--- src/sv/sjfs_pkg.sv ---
// Shared types, widths and codes of the shortest-job-first scheduler.
package sjfs_pkg;

  localparam int unsigned TableDepthDef = 16;
  localparam int unsigned ArrW          = 32;
  localparam int unsigned BurstW        = 16;
  localparam int unsigned OrderW        = 32;

  // Request type codes
  localparam logic ReqAdd  = 1'b0;
  localparam logic ReqTick = 1'b1;

  typedef struct packed {
    logic              req_type;
    logic [ArrW-1:0]   arrival_time;
    logic [BurstW-1:0] burst_length;
  } req_t;

  typedef struct packed {
    logic              add_accepted;
    logic              job_started;
    logic              job_ran;
    logic              job_finished;
    logic [ArrW-1:0]   job_arrival;
    logic [BurstW-1:0] job_remaining;
    logic [ArrW-1:0]   now_tick;
  } rsp_t;

  // One job table entry
  typedef struct packed {
    logic [ArrW-1:0]   arrival;
    logic [BurstW-1:0] burst;
    logic [OrderW-1:0] order;
  } entry_t;

  // Controller to datapath
  typedef struct packed {
    logic start;       // latch request, clear index, best and staged word
    logic idx_inc;     // advance slot index
    logic free_write;  // store the job in the slot at the index
    logic pick_read;   // read the slot at the index for comparison
    logic sel_load;    // move the best job to the processor
    logic exec;        // run one tick
    logic out_load;    // move the staged word to the output register
  } cmd_t;

  // Datapath to controller
  typedef struct packed {
    logic new_tick;    // incoming word is a tick request
    logic running;     // a job holds the processor
    logic idx_last;    // index points at the last slot
    logic slot_free;   // slot at the index is empty
  } sts_t;

endpackage

--- src/sv/sjfs_datapath.sv ---
// Datapath of the scheduler: job memory, valid bits, best-job search and tick counters.
module sjfs_datapath #(
  parameter int unsigned TABLE_DEPTH = sjfs_pkg::TableDepthDef
) (
  input  logic          clk_i,
  input  logic          rst_ni,
  input  sjfs_pkg::req_t in_req_i,
  input  sjfs_pkg::cmd_t cmd_i,
  output sjfs_pkg::sts_t sts_o,
  output sjfs_pkg::rsp_t out_rsp_o
);

  localparam int unsigned IdxW = $clog2(TABLE_DEPTH);

  sjfs_pkg::entry_t slot_mem_q [TABLE_DEPTH];
  sjfs_pkg::entry_t rd_q;
  sjfs_pkg::entry_t best_q;
  sjfs_pkg::req_t   req_q;
  sjfs_pkg::rsp_t   res_q;
  sjfs_pkg::rsp_t   out_q;

  logic [TABLE_DEPTH-1:0]      valid_q;
  logic [IdxW-1:0]             idx_q;
  logic [IdxW-1:0]             cmp_idx_q;
  logic                        cmp_vld_q;
  logic [IdxW-1:0]             best_idx_q;
  logic                        best_found_q;
  logic [sjfs_pkg::OrderW-1:0] ins_q;
  logic [sjfs_pkg::ArrW-1:0]   tick_q;
  logic                        running_q;
  logic [sjfs_pkg::ArrW-1:0]   run_arr_q;
  logic [sjfs_pkg::BurstW-1:0] left_q;

  logic eligible;
  logic better;

  // Compare the slot read last cycle against the best so far
  always_comb begin
    eligible = cmp_vld_q && valid_q[cmp_idx_q] && (rd_q.arrival <= tick_q);
    better   = !best_found_q || (rd_q.burst < best_q.burst) ||
               ((rd_q.burst == best_q.burst) && (rd_q.order < best_q.order));
  end

  // Job memory: one write and one registered read a cycle
  always_ff @(posedge clk_i) begin
    if (cmd_i.free_write) begin
      slot_mem_q[idx_q] <= '{arrival: req_q.arrival_time,
                             burst:   req_q.burst_length,
                             order:   ins_q};
    end
    if (cmd_i.pick_read) begin
      rd_q <= slot_mem_q[idx_q];
    end
  end

  // Control state
  always_ff @(posedge clk_i or negedge rst_ni) begin
    if (!rst_ni) begin
      valid_q      <= '0;
      idx_q        <= '0;
      cmp_idx_q    <= '0;
      cmp_vld_q    <= 1'b0;
      best_found_q <= 1'b0;
      best_idx_q   <= '0;
      ins_q        <= '0;
      tick_q       <= '0;
      running_q    <= 1'b0;
      run_arr_q    <= '0;
      left_q       <= '0;
    end else begin
      cmp_vld_q <= cmd_i.pick_read;
      cmp_idx_q <= idx_q;
      if (cmd_i.start) begin
        idx_q        <= '0;
        best_found_q <= 1'b0;
      end else if (cmd_i.idx_inc) begin
        idx_q <= idx_q + 1'b1;
      end
      if (eligible && better) begin
        best_found_q <= 1'b1;
        best_idx_q   <= cmp_idx_q;
      end
      if (cmd_i.free_write) begin
        valid_q[idx_q] <= 1'b1;
        if (ins_q != '1) begin
          ins_q <= ins_q + 1'b1;
        end
      end
      if (cmd_i.sel_load && best_found_q) begin
        valid_q[best_idx_q] <= 1'b0;
        running_q           <= 1'b1;
        run_arr_q           <= best_q.arrival;
        left_q              <= best_q.burst;
      end
      if (cmd_i.exec) begin
        if (running_q) begin
          if (left_q > sjfs_pkg::BurstW'(1)) begin
            left_q <= left_q - 1'b1;
          end else begin
            left_q    <= '0;
            running_q <= 1'b0;
          end
        end
        if (tick_q != '1) begin
          tick_q <= tick_q + 1'b1;
        end
      end
    end
  end

  // Payload: request, best entry, staged and output words
  always_ff @(posedge clk_i) begin
    if (cmd_i.start) begin
      req_q <= in_req_i;
      res_q <= '0;
    end
    if (eligible && better) begin
      best_q <= rd_q;
    end
    if (cmd_i.free_write) begin
      res_q.add_accepted <= 1'b1;
    end
    if (cmd_i.sel_load && best_found_q) begin
      res_q.job_started <= 1'b1;
    end
    if (cmd_i.exec) begin
      res_q.now_tick <= tick_q;
      if (running_q) begin
        res_q.job_ran     <= 1'b1;
        res_q.job_arrival <= run_arr_q;
        if (left_q > sjfs_pkg::BurstW'(1)) begin
          res_q.job_remaining <= left_q - 1'b1;
        end else begin
          res_q.job_remaining <= '0;
          res_q.job_finished  <= 1'b1;
        end
      end
    end
    if (cmd_i.out_load) begin
      out_q <= res_q;
    end
  end

  always_comb begin
    sts_o.new_tick  = (in_req_i.req_type == sjfs_pkg::ReqTick);
    sts_o.running   = running_q;
    sts_o.idx_last  = (idx_q == IdxW'(TABLE_DEPTH - 1));
    sts_o.slot_free = !valid_q[idx_q];
  end

  assign out_rsp_o = out_q;

endmodule

--- src/sv/sjfs_ctrl.sv ---
// Controller state machine of the scheduler: sequences scans, execution and output hand-off.
module sjfs_ctrl (
  input  logic           clk_i,
  input  logic           rst_ni,
  input  logic           in_valid_i,
  output logic           in_ready_o,
  output logic           out_valid_o,
  input  logic           out_ready_i,
  input  sjfs_pkg::sts_t sts_i,
  output sjfs_pkg::cmd_t cmd_o
);

  localparam logic [2:0] SIdle    = 3'd0;
  localparam logic [2:0] SFree    = 3'd1;
  localparam logic [2:0] SPick    = 3'd2;
  localparam logic [2:0] SPickEnd = 3'd3;
  localparam logic [2:0] SSel     = 3'd4;
  localparam logic [2:0] SExec    = 3'd5;
  localparam logic [2:0] SDone    = 3'd6;

  logic [2:0] state_q, state_d;
  logic       out_valid_q, out_valid_d;

  always_comb begin
    state_d     = state_q;
    out_valid_d = out_valid_q;
    cmd_o       = '0;
    in_ready_o  = 1'b0;
    if (out_valid_q && out_ready_i) begin
      out_valid_d = 1'b0;
    end
    case (state_q)
      SIdle: begin
        in_ready_o = 1'b1;
        if (in_valid_i) begin
          cmd_o.start = 1'b1;
          if (!sts_i.new_tick) begin
            state_d = SFree;
          end else if (sts_i.running) begin
            state_d = SExec;
          end else begin
            state_d = SPick;
          end
        end
      end
      SFree: begin
        if (sts_i.slot_free) begin
          cmd_o.free_write = 1'b1;
          state_d          = SDone;
        end else if (sts_i.idx_last) begin
          state_d = SDone;
        end else begin
          cmd_o.idx_inc = 1'b1;
        end
      end
      SPick: begin
        cmd_o.pick_read = 1'b1;
        if (sts_i.idx_last) begin
          state_d = SPickEnd;
        end else begin
          cmd_o.idx_inc = 1'b1;
        end
      end
      SPickEnd: state_d = SSel;   // last comparison lands this cycle
      SSel: begin
        cmd_o.sel_load = 1'b1;
        state_d        = SExec;
      end
      SExec: begin
        cmd_o.exec = 1'b1;
        state_d    = SDone;
      end
      SDone: begin
        if (!out_valid_q || out_ready_i) begin
          cmd_o.out_load = 1'b1;
          out_valid_d    = 1'b1;
          state_d        = SIdle;
        end
      end
      default: state_d = SIdle;
    endcase
  end

  always_ff @(posedge clk_i or negedge rst_ni) begin
    if (!rst_ni) begin
      state_q     <= SIdle;
      out_valid_q <= 1'b0;
    end else begin
      state_q     <= state_d;
      out_valid_q <= out_valid_d;
    end
  end

  assign out_valid_o = out_valid_q;

endmodule

--- src/sv/shortest_job_first_scheduler_core.sv ---
// Top level of the non-preemptive shortest-job-first scheduler.
//
//   channel | direction | handshake            | word
//   --------+-----------+----------------------+------------------------------
//   in      | input     | in_valid_i/in_ready_o   | sjfs_pkg::req_t (add or tick)
//   out     | output    | out_valid_o/out_ready_i | sjfs_pkg::rsp_t, one per input
//
// Steps: a tick while a job runs goes straight to execution and hand-off; an
// idle-processor tick first has the job memory read port visit every slot, one
// slot a cycle, and runs the best job; an add checks one valid bit a cycle.
// One word is in work at a time; the next is taken once the previous result
// sits in the output register, which holds it until out_ready_i.
// Reset is asynchronous, active low, and empties the table at once: no sweep.
module shortest_job_first_scheduler_core #(
  parameter int unsigned TABLE_DEPTH = sjfs_pkg::TableDepthDef
) (
  input  logic           clk_i,
  input  logic           rst_ni,
  input  logic           in_valid_i,
  output logic           in_ready_o,
  input  sjfs_pkg::req_t in_req_i,
  output logic           out_valid_o,
  input  logic           out_ready_i,
  output sjfs_pkg::rsp_t out_rsp_o
);

  sjfs_pkg::cmd_t cmd;
  sjfs_pkg::sts_t sts;

  // Sequence each word through scan, pick, execution and hand-off
  sjfs_ctrl u_ctrl (
    .clk_i       (clk_i),
    .rst_ni      (rst_ni),
    .in_valid_i  (in_valid_i),
    .in_ready_o  (in_ready_o),
    .out_valid_o (out_valid_o),
    .out_ready_i (out_ready_i),
    .sts_i       (sts),
    .cmd_o       (cmd)
  );

  // Hold the job table, running job, counters and output word
  sjfs_datapath #(
    .TABLE_DEPTH (TABLE_DEPTH)
  ) u_datapath (
    .clk_i     (clk_i),
    .rst_ni    (rst_ni),
    .in_req_i  (in_req_i),
    .cmd_i     (cmd),
    .sts_o     (sts),
    .out_rsp_o (out_rsp_o)
  );

`ifndef SYNTHESIS
  // Only one word in work at a time
  a_one_in_work: assert property (@(posedge clk_i) disable iff (!rst_ni)
    (in_valid_i && in_ready_o) |=> !in_ready_o)
    else $error("second word taken while one is in work");

  // A finished job has run and has nothing left
  a_finish_ran: assert property (@(posedge clk_i) disable iff (!rst_ni)
    (out_valid_o && out_rsp_o.job_finished) |->
      (out_rsp_o.job_ran && (out_rsp_o.job_remaining == '0)))
    else $error("finished job without run or with time left");

  // A picked job runs on the same tick
  a_start_ran: assert property (@(posedge clk_i) disable iff (!rst_ni)
    (out_valid_o && out_rsp_o.job_started) |-> out_rsp_o.job_ran)
    else $error("job started but did not run");

  // An accepted add carries no tick outcome
  a_add_clean: assert property (@(posedge clk_i) disable iff (!rst_ni)
    (out_valid_o && out_rsp_o.add_accepted) |->
      (!out_rsp_o.job_ran && !out_rsp_o.job_started && (out_rsp_o.now_tick == '0)))
    else $error("add result carries tick fields");
`endif

endmodule
--- config.mk ---
export PLATFORM = sky130hd
export DESIGN_NAME = shortest_job_first_scheduler_core
export DESIGN_NICKNAME = d
export VERILOG_FILES = /design/src/sv/sjfs_pkg.sv /design/src/sv/sjfs_datapath.sv /design/src/sv/sjfs_ctrl.sv /design/src/sv/shortest_job_first_scheduler_core.sv
export SDC_FILE = /design/constraint.sdc
export NUM_CORES = 2
export LEC_CHECK = 0
export BUFFER_PORTS_ARGS = -buffer_cell sky130_fd_sc_hd__buf_2
export CORE_ASPECT_RATIO = 0.6
export CORE_MARGIN = 3
export CORE_UTILIZATION = 40
export CTS_CLUSTER_DIAMETER = 200
export CTS_CLUSTER_SIZE = 16
export DETAILED_ROUTE_END_ITERATION = 7
export REMOVE_ABC_BUFFERS = 1
export SYNTH_ARGS = -nofsm -noshare
export SYNTH_HDL_FRONTEND = slang
export SYNTH_SLANG_ARGS = --single-unit
--- constraint.sdc ---
create_clock -name clk_i -period 18.3 [get_ports clk_i]
set_input_delay 2.745 -clock clk_i [delete_from_list [all_inputs] [get_ports clk_i]]
set_output_delay 2.745 -clock clk_i [all_outputs]
set_load 0.05 [all_outputs]
==> reports/summary.txt <==
Worst setup path endpoint -> u_datapath.slot_mem_q[11][9]$_DFFE_PP_
Final Max Tran Viols -> 0
GR Util met1 -> 28.1%
Synth Area in XOR/XNOR -> 0.975%
Status -> complete, no violations
Psw -> 2.90 mW
Crit. path cell count -> 6
Root buffer cell -> clkbuf_16
Total routed wirelength -> 151000 µm
Worst Setup End Kind -> register
PwrDens -> 136 nW/µm²
Yosys Warn Count -> 0
Area of the multi-input gates -> 14600 µm²
Setup TNS -> 0 ns
Maximum clock path buffer count -> 4
Vias in the first global route -> 31300
FILL cells -> 14100
Final setup violation count -> 0
Clk sink count -> 1803
CP required -> 18.66 ns
IO Count -> 139
Post-Syn Area -> 68300 µm²
Post-synthesis simple-gate area fraction -> 3.16%
Ranking of synthesized cells by area -> edfxtp_1, mux4_2, dfrtp_1, ha_1, dfxtp_1
Number of flops mapped to enable cells by yosys -> 1604
Post-DP HPWL -> 84600 µm
Final GP Congestion -> 0.754
CP top delay family -> simple AND/OR/NAND/NOR gates
Clock Latency Late Sink -> 0.78 ns
Starting Density -> 40.6%
Post-synthesis mux area share -> 14.2%
NumNets Final -> 3550
Yosys reg bits -> 1803
Max Cap Viol -> 0
Via density -> 5.50
Max Fclk -> 0.180 GHz
FF-to-FF Start -> u_datapath.idx_q[0]$_DFFE_PN0P_
DRT iter0 DRCs -> 3644
Die area -> 176000 µm²
Main combinational cell family by area after synthesis -> multiplexers
Row count -> 116
GRT met3 Usage -> 3.73%
Setup crit start -> u_datapath.idx_q[0]$_DFFE_PN0P_
Seq/Total Area, Yosys -> 77.4%
Comb pwr share -> 21.4%
Worst stage delay on the critical path -> 1.05 ns
Final Hold Viols -> 0
CP cell instances -> mux4_1, mux4_2, or3_1, nor3b_1, and2_4, buf_4
IO buf count -> 138
Drt drc -> 0
Sw Ratio -> 28.2%
Post-Route Skew -> 0.0459 ns
Period minus WS final -> 5.56 ns
Met2 usage -> 23.6%
DIE WIDTH -> 539 µm
Synth Area per Inst -> 21.3 µm²
Top Usage Layer GRT -> met1
Total Power -> 10.3 mW
Peak VDD IR -> 117 µV
Clk network pwr share -> 26.8%
Post-CTS setup buffers -> 0
Compound-Gate Fraction of Synth Area -> 1.37%
Critical path class -> reg2reg
Cts repair resizes -> 0
CTS buffer count -> 138
Synth Area in Adders -> 1.59%
GRT Overall Usage -> 17.1%
Synth Instances -> 3211
Hold Slack -> 0.416 ns
Post-synth top area share -> 70.5%
Worst-margin pin slew -> 1.18 ns
Overflow after GRT -> 0
Synth unique cells -> 59
Int Power -> 7.40 mW
Post-DR wirelength/cell -> 26.4 µm
Share of flip-flops with an asynchronous set or reset -> 8.15%
Die Ht -> 326 µm
R2R Path End -> u_datapath.slot_mem_q[11][9]$_DFFE_PP_
Placement Setup Slack -> 12.61 ns
Slew HR -> 20.8%
R2r worst-path depth -> 6
Hold Path Class -> reg2reg
H-Tree Depth -> 4
Clk slew on worst S/H paths -> 0.07 ns
Post-DRT Antenna Nets -> 0
Worst Setup Slack, final -> 12.74 ns
CP bufs+invs -> 1
Slowest cell on crit path -> dfrtp_4
Largest net degree at the start of global routing -> 156
Top FF cell, synth -> edfxtp_1
Setup repair after global routing missed its margin -> no
Synth area leader -> edfxtp_1
CP startpoint kind -> register
Area Overhead vs Synth -> 10.6%
CTS tree -> done
Core Region -> 168000 µm²
Cell leakage power -> 24.4 nW
Worst Path Arrival -> 5.92 ns
R2R Setup Slk -> 12.74 ns
# hold bufs at CTS -> 0
Via count -> 31500
Critical path fanouts, max -> 51
Seq pwr share -> 51.8%
Global-route wire length before repair -> 224000 µm
Share of cells above drive strength 1 -> 23.3%
Antenna violations before repair -> 15
Period Utilization, post-route -> 30.4%
First drt pass iteration count -> 7
Register area -> 52900 µm²
flip-flops by register name, indices dropped and copies added, names as in the netlist, 3 cells and up:
| register | cells |
|---|---|
| u_datapath.req_q | 48 |
| u_datapath.best_idx_q | 4 |
| u_datapath.ins_q | 32 |
| u_datapath.run_arr_q | 32 |
| u_datapath.left_q | 16 |
| u_datapath.best_q | 80 |
| u_ctrl.state_q | 3 |
| u_datapath.idx_q | 4 |
| u_datapath.rd_q | 80 |
| u_datapath.res_q | 84 |
| u_datapath.tick_q | 32 |
| u_datapath.valid_q | 16 |
| u_datapath.out_rsp_o | 84 |
| u_datapath.cmp_idx_q | 4 |
| u_datapath.slot_mem_q | 1280 |
Yosys cell counts (4+ instances only):
library cell	count
edfxtp_1	1604
mux4_2	409
nand2_1	152
dfrtp_1	147
clkbuf_1	94
inv_1	93
ha_1	87
nand3_1	65
xnor2_1	57
dfxtp_1	52
and2_1	51
o21ai_0	42
nor2_1	38
mux2_2	37
a21oi_1	33
buf_1	31
nor3_1	30
nand4_1	26
xor2_1	19
and4_1	14
o22a_1	12
nor4_1	11
a221o_1	9
and3_1	8
nor2b_1	8
o22ai_1	8
mux2i_1	7
nand2b_1	7
a211oi_1	6
nor3b_1	4
o32a_1	4
or3_1	4
layer usage:
metal  wire length (µm)  part of all wire (%)
met2              64200                    42
met1              73900                    49
met5                 13                0.0086
met4               1850                   1.2
met3              11200                   7.4
power by group through the flow:
stage	Combinational [mW]	Clock [mW]	Sequential, mW
6_report	2.20	2.76	5.33
5_1_grt	2.38	3.01	5.39
4_1_cts	2.23	2.84	5.34
3_5_place_dp	2.23	0	5.43
3_3_place_gp	2.22	0	5.42
2_1_floorplan	1.83	0	5.66
area by class of cell:
cell class              instances  share of cell area (%)
inverters                      93                   0.467
multi-input cells            1187                    19.4
clock buffers                 208                    4.97
well taps                    2242                    3.71
repair buffers                187                    1.43
diodes                          2                 0.00662
flip-flops and latches       1803                    70.0
clock inverters                 2                  0.0315
worst min path at each step:
stage | slack [ns] | cells past startpoint | start | endpoint
2_1_floorplan | 0.40 | 0 | u_datapath.res_q[0]$_DFFE_PP_ | u_datapath.out_rsp_o[0]$_DFFE_PP_
3_3_place_gp | 0.41 | 0 | u_datapath.res_q[21]$_DFFE_PP_ | u_datapath.out_rsp_o[21]$_DFFE_PP_
3_5_place_dp | 0.40 | 0 | u_datapath.res_q[0]$_DFFE_PP_ | u_datapath.out_rsp_o[0]$_DFFE_PP_
4_1_cts | 0.42 | 0 | u_datapath.res_q[7]$_DFFE_PP_ | u_datapath.out_rsp_o[7]$_DFFE_PP_
5_1_grt | 0.44 | 0 | u_datapath.res_q[7]$_DFFE_PP_ | u_datapath.out_rsp_o[7]$_DFFE_PP_
6_report | 0.42 | 0 | u_datapath.res_q[7]$_DFFE_PP_ | u_datapath.out_rsp_o[7]$_DFFE_PP_
cells by family (layout without fill, tap and decap cells):
logic type / after synthesis / in the layout
flops: 1803 / 1803
mux: 454 / 454
simple gates: 430 / 430
buf+inv: 221 / 490
compound gates: 140 / 140
fa+ha+maj: 87 / 87
xor+xnor: 76 / 76
other cells: 0 / 2
cell usage in the layout (no fill, tap or decap), types with 33 or more instances in the layout:
cell / instances
edfxtp_1: 1604
clkbuf_1: 68
a21oi_1: 33
clkbuf_16: 140
xnor2_1: 57
ha_1: 87
dfrtp_1: 143
o21ai_0: 42
buf_4: 48
nand2_1: 151
nor2_1: 36
nand3_1: 65
mux2_2: 37
mux4_2: 409
buf_2: 137
and2_1: 35
dfxtp_1: 52
inv_1: 91
through the flow:
stage / utilization, % / cells / cell area, µm²
after detailed placement: 42.7 / 5512 / 71800
after CTS: 44.9 / 5722 / 75600
after global routing: 44.9 / 5723 / 75600
after floorplan: - / 3083 / 67800
final: 44.9 / 5724 / 75600
after global placement: 42.7 / 5512 / 71800
No activity file was read; power rests on OpenSTA's default activity.
